**config.mk**
```make
export PLATFORM = sky130hd
export DESIGN_NAME = sensorless_homing_supervisor_top
export DESIGN_NICKNAME = d
export VERILOG_FILES = /design/src/rtl/shs_pkg.sv /design/src/rtl/shs_core.sv /design/src/rtl/shs_res_fifo.sv /design/src/rtl/sensorless_homing_supervisor_top.sv
export VERILOG_INCLUDE_DIRS = /design/src /design/src/rtl
export SDC_FILE = /design/constraint.sdc
export NUM_CORES = 1
export LEC_CHECK = 0
export BUFFER_PORTS_ARGS = -buffer_cell sky130_fd_sc_hd__buf_2
export CORE_ASPECT_RATIO = 1.1
export CORE_MARGIN = 2
export CORE_UTILIZATION = 60
export CTS_BUF_LIST = sky130_fd_sc_hd__clkbuf_2
export DETAILED_ROUTE_END_ITERATION = 12
export PLACE_DENSITY = 0.79
export SYNTH_ARGS = -nofsm -noshare
export SYNTH_HDL_FRONTEND = slang
export SYNTH_SLANG_ARGS = --single-unit
```
**constraint.sdc**
```tcl
create_clock -name clk -period 9 [get_ports clk]
set_clock_uncertainty 0.15 [all_clocks]
set_input_delay 0.45 -clock clk [delete_from_list [all_inputs] [get_ports clk]]
set_output_delay 0.45 -clock clk [all_outputs]
set_load 0.005 [all_outputs]
```
**src/rtl/sensorless_homing_supervisor_top_defines.svh**
```systemverilog
// ---------------------------------------------------------------------------
// Assertion macros for the sensorless homing supervisor
// Concurrent assertion wrappers that can be compiled out with ASSERT_OFF.
// ---------------------------------------------------------------------------
`ifndef SENSORLESS_HOMING_SUPERVISOR_TOP_DEFINES_SVH
`define SENSORLESS_HOMING_SUPERVISOR_TOP_DEFINES_SVH

`ifndef ASSERT_OFF
// Checked property, disabled while reset is high.
`define SHS_ASSERT(lbl, clk, rst, prop, msg) \
  lbl: assert property (@(posedge clk) disable iff (rst) prop) else $error(msg);
// Checked property that also holds across reset.
`define SHS_ASSERT_ALWAYS(lbl, clk, prop, msg) \
  lbl: assert property (@(posedge clk) prop) else $error(msg);
`else
`define SHS_ASSERT(lbl, clk, rst, prop, msg)
`define SHS_ASSERT_ALWAYS(lbl, clk, prop, msg)
`endif

`endif

```
**src/rtl/shs_pkg.sv**
```systemverilog
// ---------------------------------------------------------------------------
// Sensorless homing supervisor package
// Shared types, event and mode codes, register indexes and reset values.
// ---------------------------------------------------------------------------
package shs_pkg;

  typedef enum logic [2:0] {
    MODE_START = 3'd0,
    MODE_TICK  = 3'd1,
    MODE_POLL  = 3'd2,
    MODE_ABORT = 3'd3,
    MODE_ESTOP = 3'd4
  } mode_t;

  typedef enum logic [3:0] {
    EV_STARTED     = 4'd0,
    EV_BUSY        = 4'd1,
    EV_OTHERMOTION = 4'd2,
    EV_TIMEOUT     = 4'd3,
    EV_POLLREQ     = 4'd4,
    EV_QUERYFAIL   = 4'd5,
    EV_FAILABORT   = 4'd6,
    EV_FLAGS       = 4'd7,
    EV_FAILED      = 4'd8,
    EV_COMPLETE    = 4'd9,
    EV_WARN        = 4'd10,
    EV_STOP        = 4'd11,
    EV_ESTOP       = 4'd12
  } event_t;

  // Configuration register indexes.
  localparam logic [7:0] CFG_OVERALL_TIMEOUT = 8'd0;
  localparam logic [7:0] CFG_POLL_SPACING    = 8'd1;
  localparam logic [7:0] CFG_FAILURE_LIMIT   = 8'd2;
  localparam logic [7:0] CFG_WARN_AFTER      = 8'd3;

  localparam logic [31:0] OVERALL_TIMEOUT_RST = 32'd60000;
  localparam logic [15:0] POLL_SPACING_RST    = 16'd250;
  localparam logic [7:0]  FAILURE_LIMIT_RST   = 8'd5;
  localparam logic [15:0] WARN_AFTER_RST      = 16'd3000;

  // Bit positions in the origin status byte.
  localparam int unsigned FLAG_RUNNING_BIT = 2;
  localparam int unsigned FLAG_FAILED_BIT  = 3;

  localparam logic [7:0] FAIL_COUNT_MAX = 8'hFF;

  typedef struct packed {
    logic [31:0] overall_timeout_ms;
    logic [15:0] poll_spacing_ms;
    logic [7:0]  failure_limit;
    logic [15:0] warn_after_ms;
  } cfg_t;

  typedef struct packed {
    logic [2:0]  mode;
    logic [7:0]  axis_id;
    logic [31:0] now_ms;
    logic        other_motion_busy;
    logic        query_ok;
    logic [7:0]  flags;
  } in_item_t;

  typedef struct packed {
    event_t      event_res;
    logic [7:0]  out_axis;
    logic [7:0]  out_flags;
    logic [7:0]  failure_count;
    logic        last_of_run;
  } result_t;

endpackage

```
**src/rtl/shs_core.sv**
```systemverilog
// ---------------------------------------------------------------------------
// Sensorless homing supervisor core
// Run state registers and the single-pass update that turns one request into
// up to two result records.
// ---------------------------------------------------------------------------
module shs_core (
  input  logic              clk,
  input  logic              rst,
  input  logic              step,
  input  shs_pkg::in_item_t item,
  input  shs_pkg::cfg_t     cfg,
  output logic [1:0]        res_cnt,
  output shs_pkg::result_t  res0,
  output shs_pkg::result_t  res1
);

  logic        run_active, run_active_next;
  logic        saw_running, saw_running_next;
  logic        warned, warned_next;
  logic        have_flags, have_flags_next;
  logic [7:0]  run_axis, run_axis_next;
  logic [7:0]  previous_flags, previous_flags_next;
  logic [7:0]  failed_polls, failed_polls_next;
  logic [31:0] start_time, start_time_next;
  logic [31:0] last_poll_time, last_poll_time_next;

  logic [31:0] since_start;
  logic [31:0] since_poll;
  logic        running;
  logic        flag_changed;

  assign since_start  = item.now_ms - start_time;
  assign since_poll   = item.now_ms - last_poll_time;
  assign running      = item.flags[shs_pkg::FLAG_RUNNING_BIT];
  assign flag_changed = !have_flags || (item.flags != previous_flags);

  always_comb begin
    run_active_next     = run_active;
    saw_running_next    = saw_running;
    warned_next         = warned;
    have_flags_next     = have_flags;
    run_axis_next       = run_axis;
    previous_flags_next = previous_flags;
    failed_polls_next   = failed_polls;
    start_time_next     = start_time;
    last_poll_time_next = last_poll_time;
    res_cnt             = 2'd0;
    res0                = '0;
    res1                = '0;

    unique case (item.mode)
      shs_pkg::MODE_START: begin
        res_cnt = 2'd1;
        if (run_active) begin
          res0.event_res = shs_pkg::EV_BUSY;
          res0.out_axis  = run_axis;
        end else if (item.other_motion_busy) begin
          res0.event_res = shs_pkg::EV_OTHERMOTION;
          res0.out_axis  = item.axis_id;
        end else begin
          saw_running_next    = 1'b0;
          warned_next         = 1'b0;
          have_flags_next     = 1'b0;
          previous_flags_next = '0;
          failed_polls_next   = '0;
          last_poll_time_next = '0;
          run_axis_next       = item.axis_id;
          start_time_next     = item.now_ms;
          run_active_next     = 1'b1;
          res0.event_res      = shs_pkg::EV_STARTED;
          res0.out_axis       = item.axis_id;
        end
      end
      shs_pkg::MODE_TICK: begin
        if (run_active) begin
          if (since_start >= cfg.overall_timeout_ms) begin
            run_active_next = 1'b0;
            res_cnt         = 2'd1;
            res0.event_res  = shs_pkg::EV_TIMEOUT;
            res0.out_axis   = run_axis;
          end else if (since_poll >= {16'd0, cfg.poll_spacing_ms}) begin
            last_poll_time_next = item.now_ms;
            res_cnt             = 2'd1;
            res0.event_res      = shs_pkg::EV_POLLREQ;
            res0.out_axis       = run_axis;
          end
        end
      end
      shs_pkg::MODE_POLL: begin
        if (run_active && !item.query_ok) begin
          if (failed_polls != shs_pkg::FAIL_COUNT_MAX) begin
            failed_polls_next = failed_polls + 8'd1;
          end
          res_cnt        = 2'd1;
          res0.event_res = shs_pkg::EV_QUERYFAIL;
          res0.out_axis  = run_axis;
          if (failed_polls_next >= cfg.failure_limit) begin
            run_active_next = 1'b0;
            res_cnt         = 2'd2;
            res1.event_res  = shs_pkg::EV_FAILABORT;
            res1.out_axis   = run_axis;
          end
        end else if (run_active) begin
          failed_polls_next = '0;
          saw_running_next  = saw_running | running;
          if (flag_changed) begin
            previous_flags_next = item.flags;
            have_flags_next     = 1'b1;
            res_cnt             = 2'd1;
            res0.event_res      = shs_pkg::EV_FLAGS;
            res0.out_axis       = run_axis;
            res0.out_flags      = item.flags;
          end
          // The verdict record goes after the flag report when there is one.
          if (item.flags[shs_pkg::FLAG_FAILED_BIT]) begin
            run_active_next = 1'b0;
            res_cnt         = res_cnt + 2'd1;
            if (flag_changed) begin
              res1.event_res = shs_pkg::EV_FAILED;
              res1.out_axis  = run_axis;
            end else begin
              res0.event_res = shs_pkg::EV_FAILED;
              res0.out_axis  = run_axis;
            end
          end else if (saw_running_next && !running) begin
            run_active_next = 1'b0;
            res_cnt         = res_cnt + 2'd1;
            if (flag_changed) begin
              res1.event_res = shs_pkg::EV_COMPLETE;
              res1.out_axis  = run_axis;
            end else begin
              res0.event_res = shs_pkg::EV_COMPLETE;
              res0.out_axis  = run_axis;
            end
          end else if (!saw_running_next && !warned &&
                       (since_start >= {16'd0, cfg.warn_after_ms})) begin
            warned_next = 1'b1;
            res_cnt     = res_cnt + 2'd1;
            if (flag_changed) begin
              res1.event_res = shs_pkg::EV_WARN;
              res1.out_axis  = run_axis;
            end else begin
              res0.event_res = shs_pkg::EV_WARN;
              res0.out_axis  = run_axis;
            end
          end
        end
      end
      shs_pkg::MODE_ABORT: begin
        if (run_active && (run_axis == item.axis_id)) begin
          run_active_next = 1'b0;
        end
        res_cnt        = 2'd1;
        res0.event_res = shs_pkg::EV_STOP;
        res0.out_axis  = item.axis_id;
      end
      shs_pkg::MODE_ESTOP: begin
        run_active_next = 1'b0;
        res_cnt         = 2'd1;
        res0.event_res  = shs_pkg::EV_ESTOP;
      end
      default: begin
      end
    endcase

    res0.failure_count = failed_polls_next;
    res1.failure_count = failed_polls_next;
    res0.last_of_run   = (res_cnt == 2'd1);
    res1.last_of_run   = (res_cnt == 2'd2);
  end

  always_ff @(posedge clk) begin
    if (rst) begin
      run_active     <= 1'b0;
      saw_running    <= 1'b0;
      warned         <= 1'b0;
      have_flags     <= 1'b0;
      run_axis       <= '0;
      previous_flags <= '0;
      failed_polls   <= '0;
      start_time     <= '0;
      last_poll_time <= '0;
    end else if (step) begin
      run_active     <= run_active_next;
      saw_running    <= saw_running_next;
      warned         <= warned_next;
      have_flags     <= have_flags_next;
      run_axis       <= run_axis_next;
      previous_flags <= previous_flags_next;
      failed_polls   <= failed_polls_next;
      start_time     <= start_time_next;
      last_poll_time <= last_poll_time_next;
    end
  end

endmodule

```
**src/rtl/shs_res_fifo.sv**
```systemverilog
// ---------------------------------------------------------------------------
// Sensorless homing supervisor result queue
// Four-entry queue that takes up to two result records per cycle and hands
// out one per cycle while the output is not stalled.
// ---------------------------------------------------------------------------
module shs_res_fifo (
  input  logic             clk,
  input  logic             rst,
  input  logic [1:0]       push_n,
  input  shs_pkg::result_t push0,
  input  shs_pkg::result_t push1,
  output logic             room2,
  output logic             out_valid,
  input  logic             out_stall,
  output shs_pkg::result_t head
);

  shs_pkg::result_t mem [4];
  logic [1:0] wptr, rptr;
  logic [1:0] wptr_inc;
  logic [2:0] count, count_next;
  logic       pop;

  assign out_valid  = (count != 3'd0);
  assign pop        = out_valid && !out_stall;
  assign room2      = (count <= 3'd2);
  assign head       = mem[rptr];
  assign wptr_inc   = wptr + 2'd1;
  assign count_next = count + {1'b0, push_n} - {2'd0, pop};

  always_ff @(posedge clk) begin
    if (rst) begin
      wptr  <= '0;
      rptr  <= '0;
      count <= '0;
    end else begin
      wptr  <= wptr + push_n;
      rptr  <= rptr + {1'b0, pop};
      count <= count_next;
    end
  end

  always_ff @(posedge clk) begin
    if (push_n != 2'd0) begin
      mem[wptr] <= push0;
    end
    if (push_n == 2'd2) begin
      mem[wptr_inc] <= push1;
    end
  end

endmodule

```
**src/rtl/sensorless_homing_supervisor_top.sv**
```systemverilog
// ---------------------------------------------------------------------------
// Sensorless homing supervisor
// Watches one axis through a homing run and reports start, poll, failure,
// completion and stop events.
// ---------------------------------------------------------------------------
// A request enters an input register on the cycle it is accepted and is
// evaluated against the run state once the queue can take two records, so a
// request can be taken on every clock while the queue has room. Each request
// yields zero, one or two result records (two only for a failed poll that
// reaches the failure limit, or for a flag report followed by a failed,
// complete or warning verdict). Results go into a four-entry queue that
// delivers one record per cycle while the output is not stalled; the input
// register holds its request (and the input stalls) whenever the queue has
// fewer than two free entries. With the output never stalled and one result
// per request the block sustains one request per cycle; requests that make
// two records outrun the single-record output and stall the input.
// The last record of each request carries last_of_run. Configuration writes
// are always ready and take effect on the next cycle; they are meant to be
// issued only while no request is in flight. All elapsed-time comparisons
// use wrapping 32-bit differences of the millisecond count.
// ---------------------------------------------------------------------------
`include "sensorless_homing_supervisor_top_defines.svh"

module sensorless_homing_supervisor_top (
  input  logic        clk,
  input  logic        rst,
  // Request channel
  input  logic        in_valid,
  output logic        in_stall,
  input  logic [2:0]  mode,
  input  logic [7:0]  axis_id,
  input  logic [31:0] now_ms,
  input  logic        other_motion_busy,
  input  logic        query_ok,
  input  logic [7:0]  flags,
  // Result channel
  output logic        out_valid,
  input  logic        out_stall,
  output logic [3:0]  event_res,
  output logic [7:0]  out_axis,
  output logic [7:0]  out_flags,
  output logic [7:0]  failure_count,
  output logic        last_of_run,
  // Configuration write channel
  input  logic        cfg_valid,
  output logic        cfg_ready,
  input  logic [7:0]  cfg_index,
  input  logic [31:0] cfg_data
);

  shs_pkg::cfg_t     cfg;
  shs_pkg::in_item_t in_q;
  logic              in_q_valid;
  logic              in_accept;
  logic              room2;
  logic              process;
  logic [1:0]        res_cnt;
  logic [1:0]        push_n;
  shs_pkg::result_t  res0, res1;
  shs_pkg::result_t  head;

  // Configuration registers; writes are accepted every cycle.
  assign cfg_ready = 1'b1;

  always_ff @(posedge clk) begin
    if (rst) begin
      cfg.overall_timeout_ms <= shs_pkg::OVERALL_TIMEOUT_RST;
      cfg.poll_spacing_ms    <= shs_pkg::POLL_SPACING_RST;
      cfg.failure_limit      <= shs_pkg::FAILURE_LIMIT_RST;
      cfg.warn_after_ms      <= shs_pkg::WARN_AFTER_RST;
    end else if (cfg_valid && cfg_ready) begin
      unique case (cfg_index)
        shs_pkg::CFG_OVERALL_TIMEOUT: cfg.overall_timeout_ms <= cfg_data;
        shs_pkg::CFG_POLL_SPACING:    cfg.poll_spacing_ms    <= cfg_data[15:0];
        shs_pkg::CFG_FAILURE_LIMIT:   cfg.failure_limit      <= cfg_data[7:0];
        shs_pkg::CFG_WARN_AFTER:      cfg.warn_after_ms      <= cfg_data[15:0];
        default: begin
        end
      endcase
    end
  end

  // The held request is evaluated once the queue can take two records.
  assign process   = in_q_valid && room2;
  assign in_stall  = in_q_valid && !room2;
  assign in_accept = in_valid && !in_stall;

  always_ff @(posedge clk) begin
    if (rst) begin
      in_q_valid <= 1'b0;
    end else if (in_accept) begin
      in_q_valid <= 1'b1;
    end else if (process) begin
      in_q_valid <= 1'b0;
    end
  end

  always_ff @(posedge clk) begin
    if (in_accept) begin
      in_q.mode              <= mode;
      in_q.axis_id           <= axis_id;
      in_q.now_ms            <= now_ms;
      in_q.other_motion_busy <= other_motion_busy;
      in_q.query_ok          <= query_ok;
      in_q.flags             <= flags;
    end
  end

  shs_core u_core (
    .clk     (clk),
    .rst     (rst),
    .step    (process),
    .item    (in_q),
    .cfg     (cfg),
    .res_cnt (res_cnt),
    .res0    (res0),
    .res1    (res1)
  );

  assign push_n = process ? res_cnt : 2'd0;

  shs_res_fifo u_fifo (
    .clk       (clk),
    .rst       (rst),
    .push_n    (push_n),
    .push0     (res0),
    .push1     (res1),
    .room2     (room2),
    .out_valid (out_valid),
    .out_stall (out_stall),
    .head      (head)
  );

  assign event_res     = head.event_res;
  assign out_axis      = head.out_axis;
  assign out_flags     = head.out_flags;
  assign failure_count = head.failure_count;
  assign last_of_run   = head.last_of_run;

  // The queue comes out of reset empty.
  `SHS_ASSERT_ALWAYS(a_empty_after_rst, clk, rst |=> !out_valid, "results present after reset")

  // A request that cannot be evaluated stays in the input register unchanged.
  `SHS_ASSERT(a_hold_request, clk, rst, in_q_valid && !room2 |=> in_q_valid && $stable(in_q), "held request lost or changed")

  // Only the second of two records closes a request.
  `SHS_ASSERT(a_last_marks, clk, rst, process && (res_cnt == 2'd2) |-> res1.last_of_run && !res0.last_of_run, "last_of_run misplaced on a pair")

  // A single record always closes its request.
  `SHS_ASSERT(a_single_last, clk, rst, process && (res_cnt == 2'd1) |-> res0.last_of_run, "single record not marked last")

endmodule
```
==> results of run 1 <==
## cell families after synthesis
logic type / Yosys count / share of synthesized area (%)
AOI/OAI and AO/OA: 573 / 19.6
xor gates and xnor gates: 74 / 3.36
adders and majority gates: 146 / 9.57
buffers and inverters: 264 / 5.35
DFF: 341 / 42.4
muxes: 42 / 4.07
other: 1 / 0.0194
and+or+nand+nor: 675 / 15.6
## per-stage QoR
| step | cell area (um2) | cells | util, % |
|---|---|---|---|
| CTS | 22500 | 2876 | 71.2 |
| detailed placement | 20200 | 2577 | 64.0 |
| global placement | 20200 | 2577 | 64.0 |
| global route | 22500 | 2879 | 71.2 |
| floorplan | 19300 | 2116 | - |
| finish | 22500 | 2879 | 71.2 |
## sequential cells by signal, summed over array words and instances, names as in the netlist
signal,count
u_fifo.mem,116
u_core.failed_polls,8
u_core.run_active,1
cfg,72
u_fifo.count,3
u_core.last_poll_time,32
u_fifo.wptr,2
u_core.have_flags,1
u_fifo.rptr,2
u_core.start_time,32
u_core.saw_running,1
u_core.previous_flags,8
u_core.warned,1
in_q,53
u_core.run_axis,8
in_q_valid,1
## worst reg2reg max path: cells and delay by family (launching register included)
kind / cells / cell delay [ps]
xor gates and xnor gates: 1 / 260
DFF: 1 / 460
AOI/OAI and AO/OA: 15 / 3650
and+or+nand+nor: 9 / 2080
adders and majority gates: 3 / 1050
## worst paths after layout
path                                             from               endpoint  slack (ps)  depth (start not counted)
worst max-delay path                         in_q[14]      u_fifo.mem[2][23]        1090                         28
worst min-delay path                       now_ms[30]               in_q[40]          80                          2
worst max register to register               in_q[14]      u_fifo.mem[2][23]        1090                         28
worst min register to register  u_core.start_time[13]  u_core.start_time[13]         310                          2
## layout make-up
cell class,count,share of cell area [%]
repair buffers,285,9.70
well taps,420,2.34
flip-flops and latches,341,36.5
multi-input cells,1511,45.0
clock inverters,21,0.751
diodes,3,0.0334
inverters,164,2.74
clock buffers,134,2.98
## power breakdown
| group | internal (W) | total [W] | switching, W |
|---|---|---|---|
| clock network | 0.000479 | 0.00114 | 0.000657 |
| registers | 0.00165 | 0.00175 | 0.0000920 |
| logic | 0.000382 | 0.000830 | 0.000448 |
| total | 0.00251 | 0.00371 | 0.00120 |
## synthesized netlist by cell type, types with 12 or more instances
library cell  count
a22oi_1          13
a22o_1           32
o31ai_1          14
nand4_1          26
edfxtp_1        137
nor2_1          134
nor4_1           12
dfxtp_1         204
o21a_1           16
nand3_1          61
nor2b_1          20
mux4_2           29
o2bb2ai_1        32
ha_1            143
nand2b_1         18
clkbuf_1         75
o211ai_1         36
a21o_1           32
o21ai_0          81
a21oi_1         193
xnor2_1          50
o22ai_1          18
nand2_1         328
nor3_1           27
xor2_1           24
buf_2            16
a211oi_1         23
inv_1           164
## cells in the final DEF, fill, tap and decap left out, types with 16 or more instances in the layout
master         instances
a211oi_1              23
a21o_1                32
a21oi_1              192
a22o_1                32
buf_2                127
clkbuf_2             134
dfxtp_1              203
dlygate4sd3_1        144
edfxtp_1             137
ha_1                 143
inv_1                164
mux4_2                29
nand2_1              328
nand2b_1              18
nand3_1               61
nand4_1               26
nor2_1               134
nor2b_1               18
nor3_1                27
o211ai_1              36
o21a_1                16
o21ai_0               81
o22ai_1               18
o2bb2ai_1             32
xnor2_1               50
xor2_1                24
## timing repair
item	CTS	global route
setup endpoints to repair	0	0
hold endpoints to repair	155	0
resized for setup	0	0
hold buffers	144	0
## metal layers
| metal | vias to the layer above | wire length [um] |
|---|---|---|
| li1 | 8210 | - |
| met3 | 187 | 3680 |
| met5 | - | 0 |
| met2 | 759 | 26700 |
| met4 | 0 | 2700 |
| met1 | 8081 | 20700 |
==> results.sh, run 1 <==
export IMPL_status="completed"
export IMPL_setup_violations=0
export IMPL_cts_tree="done"
export IMPL_cp_arrival_ps=8470
export IMPL_start_util_pct=61.2
export IMPL_synth_seq_area_share_pct=42.4
export IMPL_slew_viol_final=0
export IMPL_seq_area_um2=8200
export IMPL_dp_hpwl_um=37400
export IMPL_grtUsageMet3_pct=5.98
export IMPL_port_buffers=128
export IMPL_cp_required_ps=9550
export IMPL_final_hold_viol_count=0
export IMPL_grt_setup_unrepaired="false"
export IMPL_grt_pass1_vias=17175
export IMPL_grt_met1_usage_pct=36.8
export IMPL_cts_made_buffers=86
export IMPL_synth_distinct_cells=85
export IMPL_crit_path_top_delay_cell="nand2_1"
export IMPL_via_per_inst=5.99
export IMPL_worstMarginPinSlew_ps=1180
export IMPL_core_um2=31600
export IMPL_wl_um=53700
export IMPL_met2_usage_pct=56.7
export IMPL_cts_sinks=341
export IMPL_hp_class="primary input to flop"
export IMPL_drtIter0Drc=1440
export IMPL_crit_path_start_kind="flop"
export IMPL_overflow=0
export IMPL_routedWlPerCell_um=18.7
export IMPL_layout_drive_gt1_share_pct=13.9
export IMPL_fin_nets=2633
export IMPL_clockBufferDepth=3
export IMPL_synth_ff_type="dfxtp_1"
export IMPL_path_clk_slew_ps=110
export IMPL_grt_busiest_layer="met2"
export IMPL_num_fill_cells=2383
export IMPL_cts_max_level=3
export IMPL_crit_type="flop to flop"
export IMPL_synth_edf_count=137
export IMPL_num_io_pins=130
export IMPL_finalCritPeriodShare_pct=87.9
export IMPL_yosysWarnings=0
export IMPL_multi_input_comb_area_um2=10100
export IMPL_path_max_fanout=30
export IMPL_pre_cts_ws_ps=1230
export IMPL_setup_slack_ps=1090
export IMPL_syn_area_um2=19300
export IMPL_die_y_um=192
export IMPL_syn_to_final_growth_pct=16.4
export IMPL_die_area_um2=33600
export IMPL_synth_seq_cells=341
export IMPL_clock_latency_ps=1010
export IMPL_grt_max_degree=63
export IMPL_via_count=17237
export IMPL_drt_antenna_violating_nets=0
export IMPL_finalPower_w=0.00371
export IMPL_hold_ws_ps=75.9
export IMPL_cp_end_kind="flop"
export IMPL_cp_buffers_inverters=0
export IMPL_fp_row_count=68
export IMPL_postSynthAreaPerCell_um2=9.13
export IMPL_fmax_mhz=126
export IMPL_dr_pass1_iters=6
export IMPL_tns_ps=0
export IMPL_leakagePower_nw=8.40
export IMPL_antenna_found_initial=3
export IMPL_synth_cells=2116
export IMPL_final_min_clock_period_ps=7910
export IMPL_critPathTopFamily="compound AO/OA/AOI/OAI gates"
export IMPL_track_usage_pct=32.2
export IMPL_die_w_um=175
export IMPL_synth_area_leaders="edfxtp_1 (21%), dfxtp_1 (21%), ha_1 (9.3%)"
export IMPL_synth_nets=2360
export IMPL_p_per_area_nw_per_um2=165
export IMPL_max_slew_margin_pct=21.3
export IMPL_max_stage_delay_ps=710
export IMPL_synth_top_area_cell="edfxtp_1"
export IMPL_synth_top_area_share_pct=21.3
export IMPL_globalplace_congestion=0.948
export IMPL_postSynth_asyncResetShare_pct=0
export IMPL_root_buffer="clkbuf_2"
export IMPL_grt_first_pass_wirelength_um=85800
export IMPL_peakVddDrop_mv=0.101
export IMPL_drv_cap=0
export IMPL_drc=0
export IMPL_cts_setup_buffers=0
(Power assumes the default switching activity.)
==> inputs of run 2 (changes only) <==
Settings changed: REMOVE_ABC_BUFFERS set to 1.
Clock period 9 ns to 7.9 ns, I/O delays scaled along.
==> results.sh, run 2 (synthesis results as in run 1) <==
export IMPL_hold_start="now_ms[6]"
export IMPL_cts_tree="done"
export IMPL_dr_pass1_iters=8
export IMPL_crit_path_start_kind="flop"
export IMPL_fin_nets=2663
export IMPL_crit_type="flop to flop"
export IMPL_grt_first_pass_wirelength_um=87900
export IMPL_clockBufferDepth=3
export IMPL_antenna_found_initial=2
export IMPL_fin_cells=2911
export IMPL_tns_ps=0
export IMPL_cts_sinks=341
export IMPL_power_internal_w=0.00282
export IMPL_fp_row_count=68
export IMPL_final_min_clock_period_ps=7490
export IMPL_die_area_um2=33600
export IMPL_path_max_fanout=11
export IMPL_grt_pass1_vias=17356
export IMPL_largestRegisters="u_fifo.mem x116, cfg x72, in_q x53"
export IMPL_top_register="u_fifo.mem"
export IMPL_setup_violations=0
export IMPL_p_per_area_nw_per_um2=185
export IMPL_clock_latency_ps=980
export IMPL_path_clk_slew_ps=90
export IMPL_routedWlPerCell_um=19.0
export IMPL_setup_slack_ps=412
export IMPL_max_slew_margin_pct=20.2
export IMPL_p_comb_share_pct=22.9
export IMPL_peakVddDrop_mv=0.108
export IMPL_power_switching_w=0.00139
export IMPL_drt_antenna_violating_nets=0
export IMPL_wl_um=55300
export IMPL_max_stage_delay_ps=480
export IMPL_layout_commonest_cell="nand2_1"
export IMPL_crit_path_top_delay_cell="edfxtp_1"
export IMPL_track_usage_pct=32.9
export IMPL_syn_to_final_growth_pct=17.8
export IMPL_start_util_pct=61.2
export IMPL_final_hold_viol_count=0
export IMPL_layout_drive_gt1_share_pct=13.9
export IMPL_overflow=0
export IMPL_grt_max_degree=72
export IMPL_root_buffer="clkbuf_2"
export IMPL_via_per_inst=6.03
export IMPL_largest_reg_flops=116
export IMPL_mostFrequentLayoutCells="nand2_1 (328), dfxtp_1 (203), a21oi_1 (192)"
export IMPL_fmax_mhz=134
export IMPL_hp_class="primary input to flop"
export IMPL_r2r_start="in_q[13]"
export IMPL_core_um2=31600
export IMPL_drtIter0Drc=1388
export IMPL_cp_end_kind="flop"
export IMPL_cp_arrival_ps=8030
export IMPL_num_io_pins=130
export IMPL_dp_hpwl_um=36900
export IMPL_slew_viol_final=0
export IMPL_drc=0
export IMPL_finalCritPeriodShare_pct=94.8
export IMPL_num_fill_cells=2388
export IMPL_drv_cap=0
export IMPL_status="completed"
export IMPL_power_frac_seq_pct=47.2
export IMPL_reg2reg_slack_ps=410
export IMPL_globalplace_congestion=0.924
export IMPL_die_w_um=175
export IMPL_dpl_cell_count=2582
export IMPL_leakagePower_nw=8.49
export IMPL_cp_required_ps=8440
export IMPL_port_buffers=128
export IMPL_p_sw_share_pct=33.0
export IMPL_cts_made_buffers=87
export IMPL_p_clk_share_pct=29.9
export IMPL_crit_path_start="in_q[13]"
export IMPL_cts_max_level=3
export IMPL_die_y_um=192
export IMPL_grt_setup_unrepaired="false"
export IMPL_worstMarginPinSlew_ps=1200
export IMPL_pre_cts_ws_ps=351
export IMPL_via_count=17564
-- run 2: changes by cell type in the layout (fill, tap and decap cells not counted), sizes merged --
cell         before  now
buf             141  149
bufinv            3    2
clkbuf          134  126
clkinv           16   26
clkinvlp          1    3
dlygate4sd3     144  164
inv             165  166
-- run 2: path summary, 6_finish.rpt --
path	to	cells after the start
setup / recovery	u_fifo.mem[2][19]	28
hold / removal	in_q[16]	2
setup reg to reg	u_fifo.mem[2][19]	28
hold reg to reg	u_core.start_time[15]	2
-- run 2: per-stage QoR --
stage	utilization (%)	instance area (um2)	hold slack (ps)	total power (W)
after floorplan	-	18900	280	0.00262
after global routing	72.1	22800	-9.42	0.00443
final	72.1	22800	21.8	0.00422
after global placement	64.1	20200	291	0.00288
after detailed placement	64.1	20200	296	0.00291
after CTS	71.9	22700	0.191	0.00420
-- run 2: power groups by stage --
stage / Clock [W] / Combinational [W] / Sequential [W]
finish: 0.00126 / 0.000965 / 0.00199
global route: 0.00137 / 0.00106 / 0.00200
CTS: 0.00127 / 0.000943 / 0.00199
detailed placement: 0 / 0.000885 / 0.00203
global placement: 0 / 0.000857 / 0.00202
floorplan: 0 / 0.000619 / 0.00200
-- run 2: layout make-up --
cell class / instances / area (um2) / area share [%]
inverters: 164 / 619 / 2.72
repair inverters: 1 / 7.51 / 0.0330
clock buffers: 126 / 631 / 2.77
multi-input cells: 1511 / 10100 / 44.6
flip-flops and latches: 341 / 8200 / 36.0
diodes: 3 / 7.51 / 0.0330
repair buffers: 313 / 2440 / 10.7
clock inverters: 32 / 188 / 0.825
well taps: 420 / 526 / 2.31
-- run 2: timing repair --
action	CTS	global route
endpoints found under the hold margin	152	0
endpoints found under the setup margin	0	57
buffers inserted	0	3
gates resized for setup	0	6
hold buffers	164	0
-- run 2: critical path, delay by kind of cell (launching register included) --
family,cells,cell delay (ps)
compound gates,14,3670
xor+xnor,1,230
fa+ha+maj,3,1000
buf+inv,2,360
flops,1,480
simple gates,8,1350
-- run 2: per-layer routing --
layer	vias to the layer above	track usage (%)	part of all wire, %
met4	0	16.4	4.9
met2	832	58.2	50
met1	8269	38.9	38
met3	198	5.19	6.7
li1	8265	-	-
met5	-	0	0
